<file path="config.mk">
export PLATFORM = sky130hd
export DESIGN_NAME = cigar_reference_offset_walker
export DESIGN_NICKNAME = d
export VERILOG_FILES = /design/src/rtl/crow_pkg.sv /design/src/rtl/cigar_reference_offset_walker.sv
export SDC_FILE = /design/constraint.sdc
export NUM_CORES = 1
export LEC_CHECK = 0
export ABC_AREA = 1
export BUFFER_PORTS_ARGS = -buffer_cell sky130_fd_sc_hd__buf_2
export CAP_MARGIN = 20
export CORE_UTILIZATION = 50
export DETAILED_ROUTE_END_ITERATION = 10
export PLACE_DENSITY = 0.7
export SETUP_SLACK_MARGIN = 0.3
export SYNTH_ARGS = -nofsm -noshare
export SYNTH_HDL_FRONTEND = slang
export SYNTH_SLANG_ARGS = --single-unit
</file>
<file path="constraint.sdc">
create_clock -name clk -period 6.55 [get_ports clk]
set_clock_uncertainty 0.2 [all_clocks]
set_input_delay 0.9825 -clock clk [delete_from_list [all_inputs] [get_ports clk]]
set_output_delay 0.9825 -clock clk [all_outputs]
set_load 0.05 [all_outputs]
</file>
<file path="src/rtl/crow_pkg.sv">
// Shared constants for the CIGAR reference offset walker.
`default_nettype none
package crow_pkg;

  // Fixed field widths
  localparam int CHAR_W   = 8;
  localparam int TARGET_W = 20;
  localparam int SHIFT_W  = 21;

  // Largest magnitude of the reported indel shift
  localparam logic [SHIFT_W-1:0] SHIFT_LIMIT = 21'd1048575;

  // CIGAR character codes
  localparam logic [CHAR_W-1:0] CH_ZERO = 8'h30;  // '0'
  localparam logic [CHAR_W-1:0] CH_NINE = 8'h39;  // '9'
  localparam logic [CHAR_W-1:0] CH_SOFT = 8'h53;  // 'S'
  localparam logic [CHAR_W-1:0] CH_MAT  = 8'h4D;  // 'M'
  localparam logic [CHAR_W-1:0] CH_DEL  = 8'h44;  // 'D'
  localparam logic [CHAR_W-1:0] CH_INS  = 8'h49;  // 'I'

endpackage
`default_nettype wire

</file>
<file path="src/rtl/cigar_reference_offset_walker.sv">
// Last character path: input register, then result register, then out_valid.
// Throughput: one character request per cycle; the input register stalls only
// when a last character finds the result register full and not being taken.
// The walk state (run, totals, flags) updates once per character.
// Reset: synchronous, active low; clears both valid flags and all walk state.
`default_nettype none
module cigar_reference_offset_walker
  import crow_pkg::*;
#(
  parameter int COUNT_WIDTH = 20
) (
  input  wire                      clk,
  input  wire                      rst_n,
  input  wire                      in_valid,
  output logic                     in_ready,
  input  wire  [CHAR_W-1:0]        in_cigar_char,
  input  wire  [TARGET_W-1:0]      in_target_offset,
  input  wire                      in_last_char,
  output logic                     out_valid,
  input  wire                      out_ready,
  output logic signed [SHIFT_W-1:0] out_indel_shift,
  output logic                     out_in_deletion,
  output logic                     out_bad_char_seen
);

  localparam int CW   = COUNT_WIDTH;
  localparam int MW   = CW + 4;
  localparam int CMPW = (CW + 1 > TARGET_W) ? CW + 1 : TARGET_W;
  localparam int DW   = (CW + 1 > SHIFT_W + 1) ? CW + 1 : SHIFT_W + 1;
  localparam logic [CW-1:0] CMAX = {CW{1'b1}};

  // Input register
  logic                s0_valid_r;
  logic [CHAR_W-1:0]   s0_char_r;
  logic [TARGET_W-1:0] s0_target_r;
  logic                s0_last_r;
  logic                s0_fire;

  // Walk state
  logic [CW-1:0] run_r, run_nxt;
  logic [CW-1:0] match_r, match_nxt;
  logic [CW-1:0] del_r, del_nxt;
  logic [CW-1:0] ins_r, ins_nxt;
  logic          stopped_r, stopped_nxt;
  logic          on_del_r, on_del_nxt;
  logic          bad_r, bad_nxt;

  // Result register
  logic                      out_valid_r;
  logic signed [SHIFT_W-1:0] shift_r, shift_nxt;
  logic                      res_del_r;
  logic                      res_bad_r;

  logic [MW-1:0]   run_x10;
  logic [CW:0]     sum_add;
  logic [CW-1:0]   add_sat;
  logic [CW:0]     consumed;
  logic            reached;
  logic signed [DW-1:0] diff;

  // Advance the input stage unless a result would collide with a held one
  assign s0_fire  = s0_valid_r && (!s0_last_r || !out_valid_r || out_ready);
  assign in_ready = !s0_valid_r || s0_fire;

  always_ff @(posedge clk) begin
    if (!rst_n) begin
      s0_valid_r <= 1'b0;
    end else if (in_ready) begin
      s0_valid_r <= in_valid;
    end
  end

  always_ff @(posedge clk) begin
    if (in_valid && in_ready) begin
      s0_char_r   <= in_cigar_char;
      s0_target_r <= in_target_offset;
      s0_last_r   <= in_last_char;
    end
  end

  // Decode one character against the current walk state
  always_comb begin
    run_x10 = ({4'b0, run_r} << 3) + ({4'b0, run_r} << 1)
            + MW'(s0_char_r - CH_ZERO);
    sum_add = '0;
    if (s0_char_r == CH_MAT) begin
      sum_add = {1'b0, match_r} + {1'b0, run_r};
    end else if (s0_char_r == CH_DEL) begin
      sum_add = {1'b0, del_r} + {1'b0, run_r};
    end else begin
      sum_add = {1'b0, ins_r} + {1'b0, run_r};
    end
    add_sat = sum_add[CW] ? CMAX : sum_add[CW-1:0];

    run_nxt     = run_r;
    match_nxt   = match_r;
    del_nxt     = del_r;
    ins_nxt     = ins_r;
    stopped_nxt = stopped_r;
    on_del_nxt  = on_del_r;
    bad_nxt     = bad_r;

    if (!stopped_r) begin
      if (s0_char_r >= CH_ZERO && s0_char_r <= CH_NINE) begin
        run_nxt = (run_x10 > MW'(CMAX)) ? CMAX : run_x10[CW-1:0];
      end else if (s0_char_r == CH_SOFT) begin
        run_nxt = '0;
      end else if (s0_char_r == CH_MAT) begin
        match_nxt = add_sat;
        run_nxt   = '0;
      end else if (s0_char_r == CH_DEL) begin
        del_nxt = add_sat;
        run_nxt = '0;
      end else if (s0_char_r == CH_INS) begin
        ins_nxt = add_sat;
        run_nxt = '0;
      end else begin
        bad_nxt = 1'b1;
      end
    end

    // Check reference bases consumed against the target after M or D
    consumed = {1'b0, match_nxt} + {1'b0, del_nxt};
    reached  = CMPW'(consumed) >= CMPW'(s0_target_r);
    if (!stopped_r && (s0_char_r == CH_MAT || s0_char_r == CH_DEL) && reached) begin
      stopped_nxt = 1'b1;
      on_del_nxt  = (s0_char_r == CH_DEL);
    end

    // Clamp deletions minus insertions; zero when stopped in a deletion
    diff = DW'($signed({1'b0, del_nxt})) - DW'($signed({1'b0, ins_nxt}));
    if (on_del_nxt) begin
      shift_nxt = '0;
    end else if (diff > $signed(DW'(SHIFT_LIMIT))) begin
      shift_nxt = $signed(SHIFT_LIMIT);
    end else if (diff < -$signed(DW'(SHIFT_LIMIT))) begin
      shift_nxt = -$signed(SHIFT_LIMIT);
    end else begin
      shift_nxt = diff[SHIFT_W-1:0];
    end
  end

  // Update walk state; drop it back to zero after the last character
  always_ff @(posedge clk) begin
    if (!rst_n) begin
      run_r     <= '0;
      match_r   <= '0;
      del_r     <= '0;
      ins_r     <= '0;
      stopped_r <= 1'b0;
      on_del_r  <= 1'b0;
      bad_r     <= 1'b0;
    end else if (s0_fire) begin
      if (s0_last_r) begin
        run_r     <= '0;
        match_r   <= '0;
        del_r     <= '0;
        ins_r     <= '0;
        stopped_r <= 1'b0;
        on_del_r  <= 1'b0;
        bad_r     <= 1'b0;
      end else begin
        run_r     <= run_nxt;
        match_r   <= match_nxt;
        del_r     <= del_nxt;
        ins_r     <= ins_nxt;
        stopped_r <= stopped_nxt;
        on_del_r  <= on_del_nxt;
        bad_r     <= bad_nxt;
      end
    end
  end

  // Hold the result until it is taken
  always_ff @(posedge clk) begin
    if (!rst_n) begin
      out_valid_r <= 1'b0;
    end else if (s0_fire && s0_last_r) begin
      out_valid_r <= 1'b1;
    end else if (out_ready) begin
      out_valid_r <= 1'b0;
    end
  end

  always_ff @(posedge clk) begin
    if (s0_fire && s0_last_r) begin
      shift_r   <= shift_nxt;
      res_del_r <= on_del_nxt;
      res_bad_r <= bad_nxt;
    end
  end

  assign out_valid         = out_valid_r;
  assign out_indel_shift   = shift_r;
  assign out_in_deletion   = res_del_r;
  assign out_bad_char_seen = res_bad_r;

endmodule
`default_nettype wire

</file>
==> results of run 1 <==
-- cell usage in the layout (no fill, tap or decap), types with 52 or more instances in the layout --
cell type and instances:
sky130_fd_sc_hd__ha_1 93, sky130_fd_sc_hd__nand2_1 430, sky130_fd_sc_hd__buf_2 57, sky130_fd_sc_hd__dfxtp_1 85, sky130_fd_sc_hd__nand3_1 105, sky130_fd_sc_hd__nor2_1 108, sky130_fd_sc_hd__buf_4 205, sky130_fd_sc_hd__a21oi_1 159
sky130_fd_sc_hd__edfxtp_1 52, sky130_fd_sc_hd__inv_1 161
-- kinds of logic after synthesis --
group           after synthesis  synth area share (%)
fa+ha+maj                   131                  15.2
compound gates              327                  15.4
flops                       137                  27.5
simple gates                813                  30.1
buf+inv                     228                  7.51
xor+xnor                     57                  4.21
mux                           1                0.0949
-- stage by stage --
step	setup WS, ps	hold WS, ps	power, mW	cells
global route	-361	275	2.21	2268
floorplan	333	245	1.09	1694
finish	-25.8	267	2.14	2268
detailed placement	-257	258	1.16	2179
global placement	-202	253	1.16	2179
CTS	91.4	267	2.14	2256
-- worst paths after layout --
check | start | endpoint | slack [ps] | depth (start not counted)
setup / recovery | s0_char_r[5] | out_indel_shift[15] | -30 | 46
hold / removal | ins_r[12] | ins_r[12] | 270 | 2
setup reg to reg | s0_char_r[5] | out_indel_shift[15] | -30 | 46
hold reg to reg | ins_r[12] | ins_r[12] | 270 | 2
-- layer usage --
metal  vias to the layer above  part of all wire (%)  track usage [%]
met1                      5947                    41             40.1
li1                       6179                     -                -
met4                         0                   5.2             17.8
met2                       503                    48             55.7
met3                       120                   6.6             4.83
met5                         -                     0                0
-- state kept, by name, indices dropped and copies added (netlist names) --
| signal | flops |
|---|---|
| bad_r | 1 |
| del_r | 20 |
| ins_r | 20 |
| match_r | 20 |
| on_del_r | 1 |
| out_bad_char_seen | 1 |
| out_in_deletion | 1 |
| out_indel_shift | 21 |
| out_valid | 1 |
| run_r | 20 |
| s0_char_r | 8 |
| s0_last_r | 1 |
| s0_target_r | 20 |
| s0_valid_r | 1 |
| stopped_r | 1 |
-- final cells by class --
type | instances | area [um2] | area share (%)
multi-input cells | 1329 | 8530 | 54.7
repair buffers | 277 | 2150 | 13.8
flip-flops and latches | 137 | 3260 | 20.9
well taps | 313 | 392 | 2.51
clock inverters | 9 | 78.8 | 0.505
clock buffers | 23 | 500 | 3.21
inverters | 180 | 689 | 4.42
-- synthesized netlist by cell type, types with 22 or more instances --
library cell / count / area share [%]
sky130_fd_sc_hd__a21oi_1: 185 / 7.8
sky130_fd_sc_hd__clkbuf_1: 28 / 0.89
sky130_fd_sc_hd__dfxtp_1: 85 / 14
sky130_fd_sc_hd__edfxtp_1: 52 / 13
sky130_fd_sc_hd__fa_1: 22 / 3.7
sky130_fd_sc_hd__ha_1: 109 / 12
sky130_fd_sc_hd__inv_1: 173 / 5.5
sky130_fd_sc_hd__nand2_1: 449 / 14
sky130_fd_sc_hd__nand3_1: 108 / 4.6
sky130_fd_sc_hd__nand4_1: 43 / 2.3
sky130_fd_sc_hd__nor2_1: 130 / 4.1
sky130_fd_sc_hd__nor3_1: 25 / 1.1
sky130_fd_sc_hd__o21ai_0: 44 / 1.9
sky130_fd_sc_hd__xnor2_1: 23 / 1.7
sky130_fd_sc_hd__xor2_1: 34 / 2.5
-- worst max-delay path, delay by kind of cell (launching register included) --
family | cells | cell delay, ps
AO/OA/AOI/OAI | 10 | 1300
XOR/XNOR | 2 | 310
adder cells (fa/ha/maj) | 4 | 1060
buffers and inverters | 10 | 1320
flip-flops | 1 | 410
AND/OR/NAND/NOR | 20 | 1760
-- repair_timing --
action,in CTS,in global routing
gates resized for setup,133,51
gates cloned,5,0
hold buffers,0,0
setup endpoints to repair,24,24
pin swaps,44,13
setup buffers,40,11
-- power by group --
| part | internal, mW | leakage [nW] | total (mW) | switching, mW |
|---|---|---|---|---|
| logic | 0.0884 | 5.84 | 0.255 | 0.166 |
| registers | 0.904 | 1.17 | 0.912 | 0.00862 |
| clock network | 0.549 | 0.277 | 0.974 | 0.425 |
==> results, run 1 <==
- The min-delay analysis places its worst path in the category reg2reg.
- The leakage power figure is 7.29 nW.
- The global router's overall resource usage is 32.9%.
- The data arrival time of the critical path is 6660 ps.
- In this run the worst path has a maximum fanout of 11.
- Synthesis produced a netlist whose cell count is 1694.
- The first global-routing pass estimated 62500 um of wire.
- The core utilization of the finished layout is 68.1%.
- In this run the horizontal extent of the chip is 156 um.
- The maximum vdd ir drop is 0.129 mV.
- For the finished layout, the period the worst path requires is 6580 ps.
- The effective utilization at floorplan is 51.7%.
- The number of sinks handled by clock tree synthesis is 137.
- For this design the ratio of total power to cell area is 137 nW/um2.
- The post-detailed-placement half-perimeter wirelength is 29700 um.
- In the final layout, the share of cells above drive strength 1 is 25.3%.
- The tree is rooted in a sky130_fd_sc_hd__clkbuf_16.
- For this block, the routed nets add up to 39400 um of wire.
- Dividing the detail-routed via count by the number of cells gives 5.62.
- The slowest stage cell on the critical path is sky130_fd_sc_hd__edfxtp_1.
- The count of flip-flops with a built-in enable after synthesis is 52.
- The run finished, with violations left.
- The H-tree was split into 4 levels.
- The average routed wire per standard cell is 17.4 um.
- The total area inside the core boundary comes to 22900 um2.
- Setup repair after global routing could not meet its margin everywhere.
- Setup violations remaining at the end of the flow were counted as 2.
- The final worst-path setup slack is -25.8 ps.
- Entering global routing, the biggest net connects 83 pins.
- The cell that appears most often on the critical path is sky130_fd_sc_hd__nand2_1.
- After clock tree synthesis, the clock-pin slew on the worst setup and hold paths is 70 ps.
- The category of the critical setup timing path is reg2reg.
- The die covers 24300 um2.
- The tool flagged a number of max-cap violations equal to 0.
- The number of antenna violations at the first check in global routing is 0.
- For this run, the number of Yosys warnings is 0.
- The number of detailed-routing iterations run before antenna repair is 5.
- 58 I/O pins were placed.
- The instance area after placement is 13600 um2.
- In this run, synthesis produced a sequential element count of 137.
- The fraction of the yosys area taken by sequential cells is 27.5%.
- The maximum number of buffers from clock root to sink is 2.
- A synthesized cell averages 7.00 um2.
- The number of max-slew violations in the final report is 0.
- The element type at the critical path end is a flop.
- The diode insertion count for antenna repair is 0.
- Routability-driven placement finished with a final weighted congestion of 1.05.
- STA classifies the critical path startpoint as a flop.
- The y dimension of the die is 156 um.
- The TritonCTS clock tree is built.
- The residual overflow from global routing is 0.
- The number of distinct library cell variants in the gate-level netlist after synthesis is 44.
- Derived from the worst setup path, the maximum achievable clock frequency is 152 MHz.
- The count of buffers added on input and output ports is 57.
- For the worst-skew pair, the clock arrives at the later sink with an insertion delay of 430 ps.
- Relative to the synthesized area, the layout overhead comes to 31.5%.
- After detailed routing, the number of remaining DRC violations is 0.
- Adding up every negative setup slack in the final design gives -39.1 ps.
- The number of DRC markers in iteration 0 is 1068.
- For this run, asynchronously set or reset flops after synthesis account for 0%.
- Headroom to the max-slew limit came out at 34.1%.
- The count of nets left with antenna violations once routing finished came out at 0.
- After layout, the worst path uses 100% of the clock period.
- The placement row count is 55.
- The most used flip-flop cell after synthesis is sky130_fd_sc_hd__dfxtp_1.
- With fillers left out, the area of the finished cells amounts to 15600 um2.
- The via count of the first global-routing pass came to 12200.
- The net count after synthesis is 1858.
- The checks that failed: setup timing.
- For this run, the slowest stage of the critical path takes 410 ps.
- The filler cells instantiated in the layout total 1948.
- Clock tree synthesis inserted a total of 17 buffers.
- For this block, the via count after detailed routing is 12700.
- The layout net count is 2106.
- The data required time at the worst endpoint is 6630 ps.
- The mapped netlist covers 11900 um2.
- The final hold violation count is 0.
- At the pin with the least slew margin, the transition time is 988 ps.
(Power assumes the default switching activity.)
==> run 2: changes to the inputs <==
Settings changed: CELL_PAD_IN_SITES_DETAIL_PLACEMENT from default to 0, CELL_PAD_IN_SITES_GLOBAL_PLACEMENT from default to 1, CORE_UTILIZATION 50 to 42, PLACE_DENSITY 0.7 to default, PLACE_DENSITY_LB_ADDON from default to 0.1.
==> run 2 against run 1 <==
The flow still finishes with violations (setup timing). Register-to-register slack got worse by 60 ps. Global-route usage fell by 3.8 points. Sequential power barely moved. Flip-flop and latch count did not move. Hold slack got worse by 2.8 ps. Worst setup slack got worse by 63 ps. Routed wire length rose by 4.4%. Sequential share of layout area barely moved. Non-clock buffer count rose by 18.
==> results, run 2 (same netlist as run 1, synthesis figures left out) <==
- The leading cell type in the layout, fill and taps excluded is sky130_fd_sc_hd__nand2_1 (unchanged).
- The area enclosed by the die boundary is 28900 um2 (was 24300 um2).
- The maximum vdd ir drop is 0.157 mV (was 0.129 mV).
- The number of antenna violations at the first check in global routing came to 0 (unchanged).
- The number of buffers inserted by port buffering is 57 (unchanged).
- The number of sinks handled by clock tree synthesis is 137 (unchanged).
- The source of the worst hold timing path is ins_r[19] (was ins_r[12]).
- The post-detailed-placement half-perimeter wirelength is 31800 um (was 29700 um).
- Commonest cells after routing, fill and taps aside: 433 x sky130_fd_sc_hd__nand2_1, 218 x sky130_fd_sc_hd__buf_4, 163 x sky130_fd_sc_hd__inv_1, 163 x sky130_fd_sc_hd__a21oi_1, 111 x sky130_fd_sc_hd__nor2_1 (was 430 x sky130_fd_sc_hd__nand2_1, 205 x sky130_fd_sc_hd__buf_4, 161 x sky130_fd_sc_hd__inv_1).
- The maximum clock rate is 151 MHz (was 152 MHz).
- The number of detailed-routing iterations run before antenna repair was 7 (was 5).
- Unrepaired setup endpoints after global routing: yes (unchanged).
- The global router's overall resource usage is 29.0% (was 32.9%).
- The final weighted congestion in routability-driven placement is 0.958 (was 1.05).
- The share of layout cells above drive strength 1 is 24.8% (was 25.3%).
- The number of violations of the max-capacitance limit came to 0 (unchanged).
- The data arrival time of the critical path came to 6630 ps (was 6660 ps).
- Run status: finished, violations left (unchanged).
- The data required time at the worst endpoint came to 6550 ps (was 6630 ps).
- Violations in the final reports: setup timing (unchanged).
- The count of placed standard cells in the final layout, fillers left out is 2351 (was 2268).
- The diode insertion count for antenna repair is 0 (unchanged).
- The number of DRC markers in iteration 0 was 868 (was 1068).
- The global-route wire length before repair was 64300 um (was 62500 um).
- The most heavily used metal layer in global routing is met2 (unchanged).
- The clock edge transition at the registers on the reported setup and hold paths is 70 ps (about the same).
- The average routed wire per standard cell was 17.5 um (was 17.4 um).
- The number of filler cells placed in the layout came to 2748 (was 1948).
- The number of placed cells counting well taps is 2271 (was 2179).
- The slew at the pin with the worst max-slew slack is 901 ps (was 988 ps).
- The power per standard cell area is 137 nW/um2 (about the same).
- The element type at the critical path end is a flop (unchanged).
- The pin count of the biggest net entering global routing is 65 (was 83).
- The die extent in x is 170 um (was 156 um).
- The post-route fraction of the period consumed by the critical path came to 101% (was 100%).
- The number of max-slew violations in the final report came to 0 (unchanged).
- The per-cell via count in the routed design is 5.28 (was 5.62).
- The category of the critical setup timing path is reg2reg (unchanged).
- The layout-stage area growth over the synthesis result came to 31.7% (was 31.5%).
- The critical-path maximum fanout is 8 (was 11).
- The area of the core came to 27800 um2 (was 22900 um2).
- The start of the worst register-to-register path is s0_char_r[5] (unchanged).
- The y dimension of the die is 170 um (was 156 um).
- The slowest stage cell on the critical path is sky130_fd_sc_hd__edfxtp_1 (unchanged).
- The element type at the critical path start is a flop (unchanged).
- The worst setup slack after placement was -415 ps (was -257 ps).
- The met3 layer usage reported by global route is 4.37% (was 4.83%).
- The total CTS buffers is 17 (unchanged).
- The layout net count is 2124 (was 2106).
- The final worst-path setup slack is -88.3 ps (was -25.8 ps).
- The number of nets still failing antenna checks after routing was 0 (unchanged).
- The final hold violation count is 0 (unchanged).
- The latest clock arrival within the worst-skew pair was 450 ps (was 430 ps).
- The number of ports placed on the die boundary is 58 (unchanged).
- The total area of sequential cells is 3260 um2 (unchanged).
- The most numerous cell on the critical path is sky130_fd_sc_hd__nand2_1 (unchanged).
- The residual overflow from global routing is 0 (unchanged).
- The placement row count is 61 (was 55).
- The flip-flop count of the largest register, all copies and words added is 21 (unchanged).
- The start point of the critical path is s0_char_r[5] (unchanged).
- The effective utilization at floorplan came to 42.7% (was 51.7%).
- The via count of the first global-routing pass came to 12100 (was 12200).
- The total detailed-routing wirelength was 41100 um (was 39400 um).
- The met2 demand-to-capacity share in global routing was 51.1% (was 55.7%).
- The number of hold buffers added after cts was 0 (unchanged).
- The depth of the CTS H-tree is 4 (unchanged).
- The tightest slew margin relative to the limit is 39.8% (was 34.1%).
- The total vias in the final route is 12400 (was 12700).
- The maximum number of buffers from clock root to sink was 2 (unchanged).
- The count of final setup violators is 21 (was 2).
- The class of the most critical hold timing path is reg2reg (unchanged).
- The leakage power figure is 7.40 nW (was 7.29 nW).
- The final routed DRC violation total is 0 (unchanged).
- The routing usage on met1 is 35.1% (was 40.1%).
- The area used by multi-input combinational logic is 8330 um2 (was 8530 um2).
- The final period demand of the worst path is 6640 ps (was 6580 ps).
- The largest stage delay on the critical path came to 390 ps (was 410 ps).
- The root buffer cell is sky130_fd_sc_hd__clkbuf_16 (unchanged).
- The total design power is 2.13 mW (was 2.14 mW).
- The TritonCTS clock tree was built (unchanged).
-- run 2: per-layer routing --
layer,vias up,routed length (um)
met5,-,0
met4,0,1550
met3,64,1660
met2,284,20200
met1,5844,17700
li1,6220,-
-- run 2: path summary, 6_finish.rpt --
kind,cells after the start,slack (ps),to
setup reg to reg,46,-90,out_indel_shift[16]
setup / recovery,46,-90,out_indel_shift[16]
hold / removal,2,260,ins_r[19]
hold reg to reg,2,260,ins_r[19]
-- run 2: power by group --
group | total (mW) | leakage [nW] | internal [mW] | switching (mW)
combinational | 0.257 | 5.95 | 0.0909 | 0.167
sequential | 0.912 | 1.17 | 0.904 | 0.00819
clock | 0.963 | 0.284 | 0.541 | 0.422
total | 2.13 | 7.40 | 1.54 | 0.597
-- run 2: area by class of cell --
type / count / share of cell area [%]
Multi-Input combinational cell: 1329 / 53.3
Tap cell: 378 / 3.03
Timing Repair Buffer: 295 / 14.7
Clock buffer: 20 / 3.13
Clock inverter: 12 / 0.537
Sequential cell: 137 / 20.9
Inverter: 180 / 4.37
-- run 2: worst max-delay path: cells and delay by family, from the launching register on --
family                     cells  cell delay [ps]
DFF                            1              390
xor gates and xnor gates       1              150
buffers and inverters         10             1300
adders and majority gates      4             1150
AOI/OAI and AO/OA              8             1260
and+or+nand+nor               23             1910
-- run 2: timing repair --
item                                    4_1_cts  5_1_grt
pin swaps                                    10        8
endpoints found under the hold margin         0        0
endpoints found under the setup margin       24       24
resized for setup                            97       51
gates cloned                                  3        1
setup buffers                                32       10
-- run 2: metrics by stage --
| step | setup TNS (ps) | utilization (%) | instance area (um2) | hold slack [ps] |
|---|---|---|---|---|
| after floorplan | 0 | - | 11900 | 245 |
| after global placement | -5780 | 50.1 | 13900 | 253 |
| after detailed placement | -8860 | 50.1 | 13900 | 256 |
| after CTS | 0 | 55.0 | 15300 | 268 |
| after global routing | -10490 | 56.2 | 15600 | 286 |
| final | -1250 | 56.2 | 15600 | 264 |
